`src/sv/dns_name_text_to_wire_top_macros.svh`:
```
// ----------------------------------------------------------------------------
// Assertion macros for the DNS name text-to-wire block
// Each macro samples on clk_i and is disabled while rst_ni is low.
// ----------------------------------------------------------------------------
`ifndef DNS_NAME_TEXT_TO_WIRE_TOP_MACROS_SVH
`define DNS_NAME_TEXT_TO_WIRE_TOP_MACROS_SVH

// Same-cycle check: prop must hold at every clock edge.
`define DNTW_ASSERT(lbl, prop, msg) \
  lbl: assert property (@(posedge clk_i) disable iff (!rst_ni) (prop)) else $error(msg);

// Next-cycle check: when ante holds, cons must hold in the following cycle.
`define DNTW_ASSERT_NEXT(lbl, ante, cons, msg) \
  lbl: assert property (@(posedge clk_i) disable iff (!rst_ni) (ante) |=> (cons)) \
    else $error(msg);

`endif

```
`src/sv/dntw_pkg.sv`:
```
// ----------------------------------------------------------------------------
// dntw_pkg
// Shared types and constants for the DNS name text-to-wire converter.
// ----------------------------------------------------------------------------
`default_nettype none

package dntw_pkg;

  // Longest wire-format name, in bytes
  localparam logic [7:0] MAX_NAME_BYTES = 8'd255;

  // Character codes
  localparam logic [7:0] CH_BACKSLASH = 8'h5C;
  localparam logic [7:0] CH_DOT       = 8'h2E;
  localparam logic [7:0] CH_UPPER_A   = 8'h41;
  localparam logic [7:0] CH_UPPER_Z   = 8'h5A;
  localparam logic [7:0] CH_DIGIT_0   = 8'h30;
  localparam logic [7:0] CH_DIGIT_9   = 8'h39;
  localparam logic [7:0] CH_NUL       = 8'h00;
  localparam logic [7:0] CASE_BIT     = 8'h20;

  // Completion status reported on the last item of a name
  typedef enum logic [1:0] {
    ST_OK       = 2'd0,
    ST_PARSE    = 2'd1,
    ST_OVERFLOW = 2'd2
  } status_e;

  // One output item
  typedef struct packed {
    logic       we;
    logic [7:0] offset;
    logic [7:0] wbyte;
    logic       last;
    status_e    status;
    logic [7:0] name_len;
  } result_t;

  // Items produced by one input item (count is 0, 1 or 2)
  typedef struct packed {
    logic [1:0] count;
    result_t    r0;
    result_t    r1;
  } parse_out_t;

endpackage

`default_nettype wire

```
`src/sv/dntw_parse.sv`:
```
// ----------------------------------------------------------------------------
// dntw_parse
// Parse state and combinational next-state logic; one character per fire.
// ----------------------------------------------------------------------------
`default_nettype none

module dntw_parse (
  input  wire                    clk_i,
  input  wire                    rst_ni,
  input  wire                    fire_i,
  input  wire  [7:0]             char_i,
  input  wire                    eon_i,
  output dntw_pkg::parse_out_t   res_o
);
  import dntw_pkg::*;
  `include "dns_name_text_to_wire_top_macros.svh"

  typedef enum logic [1:0] {
    MODE_NORMAL = 2'd0,
    MODE_ESCAPE = 2'd1,
    MODE_DIGIT1 = 2'd2,
    MODE_DIGIT2 = 2'd3
  } mode_e;

  typedef enum logic [1:0] {
    TRK_NONE = 2'd0,
    TRK_DOT  = 2'd1,
    TRK_MORE = 2'd2
  } trk_e;

  mode_e       mode_q, mode_d;
  trk_e        trk_q, trk_d;
  status_e     err_q, err_d;
  logic [9:0]  acc_q, acc_d;
  logic [7:0]  lstart_q, lstart_d;
  logic [7:0]  llen_q, llen_d;
  logic [7:0]  used_q, used_d;
  logic        pend_q, pend_d;

  logic [7:0]  bu;
  logic        is_digit;
  logic [3:0]  digit;
  logic [13:0] acc_sum;
  result_t     wr_item;
  parse_out_t  res;

  // Decode the character
  assign is_digit = (char_i >= CH_DIGIT_0) && (char_i <= CH_DIGIT_9);
  assign digit    = 4'(char_i - CH_DIGIT_0);
  assign acc_sum  = {1'b0, acc_q, 3'b000} + {3'b000, acc_q, 1'b0} + {10'd0, digit};

  // Count the reserved length slot once the next label starts
  assign bu = pend_q ? 8'(used_q + 8'd1) : used_q;

  // Next state and produced items
  always_comb begin
    mode_d   = mode_q;
    trk_d    = trk_q;
    err_d    = err_q;
    acc_d    = acc_q;
    lstart_d = lstart_q;
    llen_d   = llen_q;
    used_d   = used_q;
    pend_d   = pend_q;
    res      = '0;
    wr_item  = '0;
    wr_item.we = 1'b1;

    if (eon_i) begin
      // Close the name and return to the reset state
      res.count   = 2'd1;
      res.r0.last = 1'b1;
      if (err_q != ST_OK) begin
        res.r0.status = err_q;
      end else if (trk_q == TRK_DOT) begin
        res.r0.we       = 1'b1;
        res.r0.name_len = 8'd1;
      end else if ((trk_q == TRK_NONE) || (mode_q != MODE_NORMAL)) begin
        res.r0.status = ST_PARSE;
      end else if (used_q >= MAX_NAME_BYTES) begin
        res.r0.status = ST_OVERFLOW;
      end else if (pend_q) begin
        res.r0.we       = 1'b1;
        res.r0.offset   = lstart_q;
        res.r0.name_len = 8'(used_q + 8'd1);
      end else begin
        res.count       = 2'd2;
        res.r0.we       = 1'b1;
        res.r0.offset   = lstart_q;
        res.r0.wbyte    = llen_q;
        res.r0.last     = 1'b0;
        res.r1.we       = 1'b1;
        res.r1.offset   = used_q;
        res.r1.last     = 1'b1;
        res.r1.name_len = 8'(used_q + 8'd1);
      end
      mode_d   = MODE_NORMAL;
      trk_d    = TRK_NONE;
      err_d    = ST_OK;
      acc_d    = '0;
      lstart_d = '0;
      llen_d   = '0;
      used_d   = 8'd1;
      pend_d   = 1'b0;
    end else if (err_q != ST_OK) begin
      // Ignore everything until the end marker
    end else if (trk_q == TRK_DOT) begin
      err_d = ST_PARSE;
    end else begin
      case (mode_q)
        MODE_NORMAL: begin
          used_d = bu;
          pend_d = 1'b0;
          wr_item.offset = bu;
          if (bu >= MAX_NAME_BYTES) begin
            err_d = ST_OVERFLOW;
          end else if ((trk_q == TRK_NONE) && (char_i == CH_DOT)) begin
            trk_d = TRK_DOT;
          end else begin
            trk_d = TRK_MORE;
            if (char_i == CH_NUL) begin
              err_d = ST_PARSE;
            end else if (char_i == CH_BACKSLASH) begin
              mode_d = MODE_ESCAPE;
            end else if (char_i == CH_DOT) begin
              if (llen_q == 8'd0) begin
                err_d = ST_PARSE;
              end else begin
                res.count     = 2'd1;
                res.r0.we     = 1'b1;
                res.r0.offset = lstart_q;
                res.r0.wbyte  = llen_q;
                lstart_d      = bu;
                pend_d        = 1'b1;
                llen_d        = 8'd0;
              end
            end else begin
              res.count = 2'd1;
              res.r0    = wr_item;
              if ((char_i >= CH_UPPER_A) && (char_i <= CH_UPPER_Z)) begin
                res.r0.wbyte = char_i | CASE_BIT;
              end else begin
                res.r0.wbyte = char_i;
              end
              used_d = 8'(bu + 8'd1);
              llen_d = 8'(llen_q + 8'd1);
            end
          end
        end
        MODE_ESCAPE: begin
          if (is_digit) begin
            acc_d  = {6'd0, digit};
            mode_d = MODE_DIGIT1;
          end else if (char_i == CH_NUL) begin
            err_d = ST_PARSE;
          end else begin
            mode_d         = MODE_NORMAL;
            res.count      = 2'd1;
            res.r0         = wr_item;
            res.r0.offset  = used_q;
            res.r0.wbyte   = char_i;
            used_d         = 8'(used_q + 8'd1);
            llen_d         = 8'(llen_q + 8'd1);
          end
        end
        MODE_DIGIT1: begin
          if (!is_digit) begin
            err_d = ST_PARSE;
          end else begin
            acc_d  = acc_sum[9:0];
            mode_d = MODE_DIGIT2;
          end
        end
        default: begin
          if (!is_digit) begin
            err_d = ST_PARSE;
          end else begin
            acc_d = acc_sum[9:0];
            if (acc_sum[13:8] != 6'd0) begin
              err_d = ST_PARSE;
            end else begin
              mode_d        = MODE_NORMAL;
              res.count     = 2'd1;
              res.r0        = wr_item;
              res.r0.offset = used_q;
              res.r0.wbyte  = acc_sum[7:0];
              used_d        = 8'(used_q + 8'd1);
              llen_d        = 8'(llen_q + 8'd1);
            end
          end
        end
      endcase
    end
  end

  assign res_o = res;

  // Hold parse state; advance on each fired item
  always_ff @(posedge clk_i or negedge rst_ni) begin
    if (!rst_ni) begin
      mode_q   <= MODE_NORMAL;
      trk_q    <= TRK_NONE;
      err_q    <= ST_OK;
      acc_q    <= '0;
      lstart_q <= '0;
      llen_q   <= '0;
      used_q   <= 8'd1;
      pend_q   <= 1'b0;
    end else if (fire_i) begin
      mode_q   <= mode_d;
      trk_q    <= trk_d;
      err_q    <= err_d;
      acc_q    <= acc_d;
      lstart_q <= lstart_d;
      llen_q   <= llen_d;
      used_q   <= used_d;
      pend_q   <= pend_d;
    end
  end

  // An escape can only start after the first character was classified
  `DNTW_ASSERT(a_escape_after_first, (mode_q == MODE_NORMAL) || (trk_q == TRK_MORE), "escape mode before any label character")
  // A reserved length slot always opens an empty label
  `DNTW_ASSERT(a_pending_empty_label, !pend_q || (llen_q == 8'd0), "pending slot with nonzero label length")
  // The first error sticks until the end marker
  `DNTW_ASSERT_NEXT(a_error_sticky, fire_i && !eon_i && (err_q != ST_OK), $stable(err_q), "error code changed before end of name")

endmodule

`default_nettype wire

```
`src/sv/dntw_out.sv`:
```
// ----------------------------------------------------------------------------
// dntw_out
// Output register plus a hold slot for the second item of a name's end.
// ----------------------------------------------------------------------------
`default_nettype none

module dntw_out (
  input  wire                        clk_i,
  input  wire                        rst_ni,
  input  wire                        push_i,
  input  wire dntw_pkg::parse_out_t  res_i,
  input  wire                        ready_i,
  output logic                       can_take_o,
  output logic                       valid_o,
  output dntw_pkg::result_t          item_o
);
  import dntw_pkg::*;
  `include "dns_name_text_to_wire_top_macros.svh"

  logic    out_valid_q;
  result_t out_q;
  logic    hold_valid_q;
  result_t hold_q;
  logic    out_free;

  assign out_free   = !out_valid_q || ready_i;
  assign can_take_o = !hold_valid_q && out_free;
  assign valid_o    = out_valid_q;
  assign item_o     = out_q;

  // Advance the hold slot first, then load new items
  always_ff @(posedge clk_i or negedge rst_ni) begin
    if (!rst_ni) begin
      out_valid_q  <= 1'b0;
      hold_valid_q <= 1'b0;
    end else if (hold_valid_q && out_free) begin
      out_valid_q  <= 1'b1;
      hold_valid_q <= 1'b0;
    end else if (push_i && (res_i.count != 2'd0)) begin
      out_valid_q  <= 1'b1;
      hold_valid_q <= (res_i.count == 2'd2);
    end else if (ready_i) begin
      out_valid_q  <= 1'b0;
    end
  end

  // Payload registers
  always_ff @(posedge clk_i) begin
    if (hold_valid_q && out_free) begin
      out_q <= hold_q;
    end else if (push_i && (res_i.count != 2'd0)) begin
      out_q  <= res_i.r0;
      hold_q <= res_i.r1;
    end
  end

  // The hold slot only fills behind a valid output
  `DNTW_ASSERT(a_hold_behind_out, !hold_valid_q || out_valid_q,
               "hold slot valid with empty output")
  // The held item is always the closing item of a name
  `DNTW_ASSERT(a_hold_is_last, !hold_valid_q || hold_q.last,
               "held item is not the last of its name")
  // Error status only appears on a last item without a write
  `DNTW_ASSERT(a_error_on_last,
               !out_valid_q || (out_q.status == ST_OK) || (out_q.last && !out_q.we),
               "error status on a non-final or writing item")

endmodule

`default_nettype wire

```
`src/sv/dns_name_text_to_wire_top.sv`:
```
// ----------------------------------------------------------------------------
// dns_name_text_to_wire_top
// DNS name converter: presentation-form characters in, wire-format byte
// writes out.
// ----------------------------------------------------------------------------
// Takes one character per cycle while the output side accepts, and emits
// offset/byte writes that build the wire-format name; the end marker (tlast)
// yields the length/terminator writes and a status on the item with tlast
// set. Each input item passes the input register, then the result register.
// An end marker that closes a name with a non-empty last label makes two
// output items; the second waits in a one-entry hold slot, which holds off
// further items carrying output until it moves on. Output tdata bits other
// than the listed fields are zero.
`default_nettype none

module dns_name_text_to_wire_top (
  input  wire         clk_i,
  input  wire         rst_ni,
  // slave side
  input  wire         s_axis_tvalid_i,
  output logic        s_axis_tready_o,
  input  wire  [7:0]  s_axis_tdata_i,   // [7:0] character
  input  wire         s_axis_tlast_i,   // end_of_name
  // master side
  output logic        m_axis_tvalid_o,
  input  wire         m_axis_tready_i,
  output logic [31:0] m_axis_tdata_o,   // [0] write_enable, [8:1] offset,
                                        // [16:9] wire_byte, [24:17] name_length
  output logic        m_axis_tlast_o,   // last
  output logic [1:0]  m_axis_tuser_o    // [1:0] status
);
  import dntw_pkg::*;

  logic       in_valid_q;
  logic [7:0] in_char_q;
  logic       in_eon_q;
  logic       fire;
  logic       can_take;
  parse_out_t res;
  result_t    item;

  // Fire when the item makes no output or the output side can take it
  assign fire            = in_valid_q && ((res.count == 2'd0) || can_take);
  assign s_axis_tready_o = !in_valid_q || fire;

  // Input register
  always_ff @(posedge clk_i or negedge rst_ni) begin
    if (!rst_ni) begin
      in_valid_q <= 1'b0;
    end else if (s_axis_tvalid_i && s_axis_tready_o) begin
      in_valid_q <= 1'b1;
    end else if (fire) begin
      in_valid_q <= 1'b0;
    end
  end

  always_ff @(posedge clk_i) begin
    if (s_axis_tvalid_i && s_axis_tready_o) begin
      in_char_q <= s_axis_tdata_i;
      in_eon_q  <= s_axis_tlast_i;
    end
  end

  dntw_parse u_parse (
    .clk_i  (clk_i),
    .rst_ni (rst_ni),
    .fire_i (fire),
    .char_i (in_char_q),
    .eon_i  (in_eon_q),
    .res_o  (res)
  );

  dntw_out u_out (
    .clk_i      (clk_i),
    .rst_ni     (rst_ni),
    .push_i     (fire),
    .res_i      (res),
    .ready_i    (m_axis_tready_i),
    .can_take_o (can_take),
    .valid_o    (m_axis_tvalid_o),
    .item_o     (item)
  );

  // Pack the output item
  assign m_axis_tdata_o = {7'd0, item.name_len, item.wbyte, item.offset, item.we};
  assign m_axis_tlast_o = item.last;
  assign m_axis_tuser_o = item.status;

endmodule

`default_nettype wire
```
`config.mk`:
```
export PLATFORM = sky130hd
export DESIGN_NAME = dns_name_text_to_wire_top
export DESIGN_NICKNAME = d
export VERILOG_FILES = /design/src/sv/dntw_pkg.sv /design/src/sv/dntw_parse.sv /design/src/sv/dntw_out.sv /design/src/sv/dns_name_text_to_wire_top.sv
export VERILOG_INCLUDE_DIRS = /design/src /design/src/sv
export SDC_FILE = /design/constraint.sdc
export NUM_CORES = 1
export LEC_CHECK = 0
export BUFFER_PORTS_ARGS = -buffer_cell sky130_fd_sc_hd__buf_2
export CAP_MARGIN = 20
export CELL_PAD_IN_SITES_DETAIL_PLACEMENT = 1
export CELL_PAD_IN_SITES_GLOBAL_PLACEMENT = 2
export CORE_ASPECT_RATIO = 1.1
export CORE_MARGIN = 10
export CORE_UTILIZATION = 38
export DETAILED_ROUTE_END_ITERATION = 8
export PLACE_DENSITY_LB_ADDON = 0.12
export SLEW_MARGIN = 30
export SYNTH_ARGS = -nofsm -noshare
export SYNTH_HDL_FRONTEND = slang
export SYNTH_SLANG_ARGS = --single-unit
```
`constraint.sdc`:
```
create_clock -name clk_i -period 5.3 [get_ports clk_i]
set_input_delay 1.06 -clock clk_i [delete_from_list [all_inputs] [get_ports clk_i]]
set_output_delay 1.06 -clock clk_i [all_outputs]
set_load 0.02 [all_outputs]
```
==> results.cfg <==
[drt]
wl_mm = 20.9
drt_iter0_drc = 258
avgViaCountPerCell = 5.69
drc_errors = 0
wl_per_cell_microns = 21.1
via_count = 5625
ant_nets = 0
firstDrtPassIters = 4

[layout]
layout_commonest_cell = nor2_1
utilization_pct = 42.7
final_cell_mix = nor2_1, nand2_1, edfxtp_1, a21oi_1, dfrtp_1
area.sequential_sq_um = 2720
area_growth_pct = 9.99
nNetsFinal = 793
fin_cells = 989
multi_input_area_sq_um = 3620
nFillCells = 2064
drive_above_1_share_pct = 12.7
antenna_cells = 0

[clock_tree]
clock_path_buffers = 2
cts_tree = built
cts.sinks = 98
cts-buffers-inserted = 9
cts_setup_buffers = 0
worstSkewPairLatency_ns = 0.37
cts_resized = 0
clk_pin_slew_ns = 0.07
root_buffer = clkbuf_16
h-tree-depth = 3
cts-hold-fix-buffers = 0

[worst_setup_path]
crit_path_frequent_cell = fa_1
reg2reg_setup_slack_ns = 1.22
crit_start = in_char_q[3]$_DFFE_PP_
cp_num_buf_inv = 2
crit_family = compound AO/OA/AOI/OAI gates
r2r-end = u_out.item_o[11]$_SDFFCE_PP0P_
crit_required_ns = 4.24
critical-path-slowest-cell = fa_1
crit_end = s_axis_tready_o
critPathCaptureType = output port
worst_setup_path_start_kind = flop
crit_arrival_ns = 3.71
r2r_start = in_char_q[3]$_DFFE_PP_
crit_path_max_incr_delay_ns = 0.53
path_max_fanout = 8
worst-path-stages = 11
worst_r2r_path_depth = 11
worstSetupPathType = reg2out
path_cells = inv_1 -> fa_1 -> fa_1 -> nor2b_1 -> o2111a_1 -> nor3_2 -> a211oi_1 -> o211ai_2 -> a21oi_2 -> nand2_1 -> buf_2

[sta]
finalSetupTns_ns = 0
clock_skew_ns = 0.0155
period_minus_slack_ns = 4.77
period_share_pct = 90.0
maxSlewViolCount = 0
hold_viol_final = 0
setup_viol = 0
rsz0062_at_grt = no
tightest_slew_ns = 0.920
max_freq_mhz = 210
max_slew_margin_pct = 38.7

[grt]
grt_pass1_wl_mm = 33.3
antenna_found_initial = 0
grt_max_degree = 45
overflow = 0
globalRouteTotalUtil_pct = 17.7
grt_pass1_vias = 5836

[logic_synthesis]
synthCells = 732
yosysWarnings = 0
synthArstFlopShare_pct = 44.9
seq_area_frac_synth_pct = 40.9
syn-cell-area_sq_um = 6660
avgSynthCellArea_sq_um = 9.10
synth-seq-cells = 98
synth_flop_cell = edfxtp_1
synth_edf_count = 54
yosysUniqueCellTypes = 79

[floorplan]
die_area_sq_um = 23200
die_y_microns = 159
ioPinCount = 50
core_sq_um = 17100
die_w_microns = 146
fp-row-count = 50
start_util_pct = 38.9

[pwr]
power_density_nw_per_um2 = 503
irDropWorstVdd_v = 0.000237
internal-power_mw = 2.02
seqPwrFrac_pct = 32.8
p_leak_nw = 2.99
pwr-share-comb_pct = 48.7
switchingPower_mw = 1.67
clockPowerShare_pct = 18.5
p_sw_share_pct = 45.2

[hold_path]
min-delay-start = u_out.hold_q[3]$_SDFFCE_PP0P_
worst_hold_path_type = reg2reg

[place]
dp_cells = 973
routabilityCongestion = 0.882
port_buffers = 42
dp_hpwl_mm = 15.5

[flow_run]
maxCapViolCount = 0

[run_status]
status = completed
==> cells in the mapped netlist (all sizes together), types with 10 or more instances <==
cell	count	area share [%]
nor3	16	1.6
o21ai	41	3.1
dfrtp	43	16
edfxtp	54	24
nand2	75	4.2
nand2b	10	0.94
clkbuf	31	1.7
xor2	13	1.7
inv	28	1.6
ha	28	5.3
buf	19	1.9
nand3	31	2.3
and2	14	1.3
a21oi	50	3.9
nand4	15	1.4
xnor2	10	1.3
mux2	22	3.7
nor2	89	5.0
==> metrics by stage <==
step	instance area, sq um	power (mW)	setup WS, ns	hold WS [ns]
after floorplan	6680	2.43	1.34	0.480
after CTS	7320	3.71	0.526	0.526
after global placement	7020	2.98	1.03	0.498
after global routing	7330	3.94	0.251	0.556
after detailed placement	7030	3.02	0.954	0.511
final	7330	3.69	0.528	0.524
==> cell type report <==
class | count | area share [%]
clock buffer | 12 | 3.36
tap | 234 | 4.00
timing repair buffer | 51 | 3.96
clock inverter | 4 | 0.683
sequential | 98 | 37.2
inverter | 28 | 1.43
multi-input combinational | 562 | 49.4
==> logic make-up (layout without fill, tap and decap cells) <==
logic type               count (synthesis)  after routing  synth area share, %
AO/OA/AOI/OAI                          184            184                 19.0
XOR/XNOR                                23             23                 3.02
adder cells (fa/ha/maj)                 30             30                 5.86
buffers and inverters                   78             95                 5.20
flip-flops                              98             98                 40.9
multiplexers                            31             31                 5.07
other                                    1              7               0.0563
AND/OR/NAND/NOR                        287            287                 20.9
==> registers in the layout, indices dropped and copies added, names as in the netlist <==
signal,count
u_parse.used_q,8
u_out.hold_q,17
u_out.hold_valid_q,1
in_valid_q,1
u_parse.lstart_q,8
u_parse.pend_q,1
u_parse.acc_q,10
u_out.valid_o,1
u_parse.trk_q,2
u_parse.llen_q,8
u_out.item_o,28
in_eon_q,1
u_parse.mode_q,2
u_parse.err_q,2
in_char_q,8
==> how the worst min path moves through the flow <==
stage / to / slack (ns) / depth (start not counted)
5_1_grt: u_out.item_o[3]$_DFFE_PP_ / 0.56 / 2
4_1_cts: u_parse.lstart_q[0]$_DFFE_PN0P_ / 0.53 / 1
6_report: u_out.item_o[3]$_DFFE_PP_ / 0.52 / 2
3_5_place_dp: u_parse.lstart_q[0]$_DFFE_PN0P_ / 0.51 / 1
3_3_place_gp: u_parse.lstart_q[0]$_DFFE_PN0P_ / 0.50 / 1
2_1_floorplan: u_out.hold_valid_q$_DFFE_PN0P_ / 0.48 / 2
==> layer usage <==
metal,GRT usage (%),vias up,share of wire (%)
met5,0,-,0
met4,6.01,0,1.8
met3,2.90,23,3.5
met2,30.4,86,50
met1,21.9,2824,45
li1,-,2692,-
==> worst register-to-register path, delay by kind of cell, from the launching register on <==
family                   cells  cell delay, ns
flip-flops                   1            0.44
buffers and inverters        1            0.11
adder cells (fa/ha/maj)      2            1.02
AND/OR/NAND/NOR              2            0.30
AO/OA/AOI/OAI                6            2.06
==> power groups by stage <==
| stage | logic (mW) | clock network [mW] | registers [mW] |
|---|---|---|---|
| 6_report | 1.80 | 0.682 | 1.21 |
| 3_5_place_dp | 1.80 | 0 | 1.22 |
| 4_1_cts | 1.81 | 0.691 | 1.21 |
| 2_1_floorplan | 1.21 | 0 | 1.22 |
| 5_1_grt | 1.99 | 0.719 | 1.24 |
| 3_3_place_gp | 1.77 | 0 | 1.21 |
No activity file was read; power rests on OpenSTA's default activity.
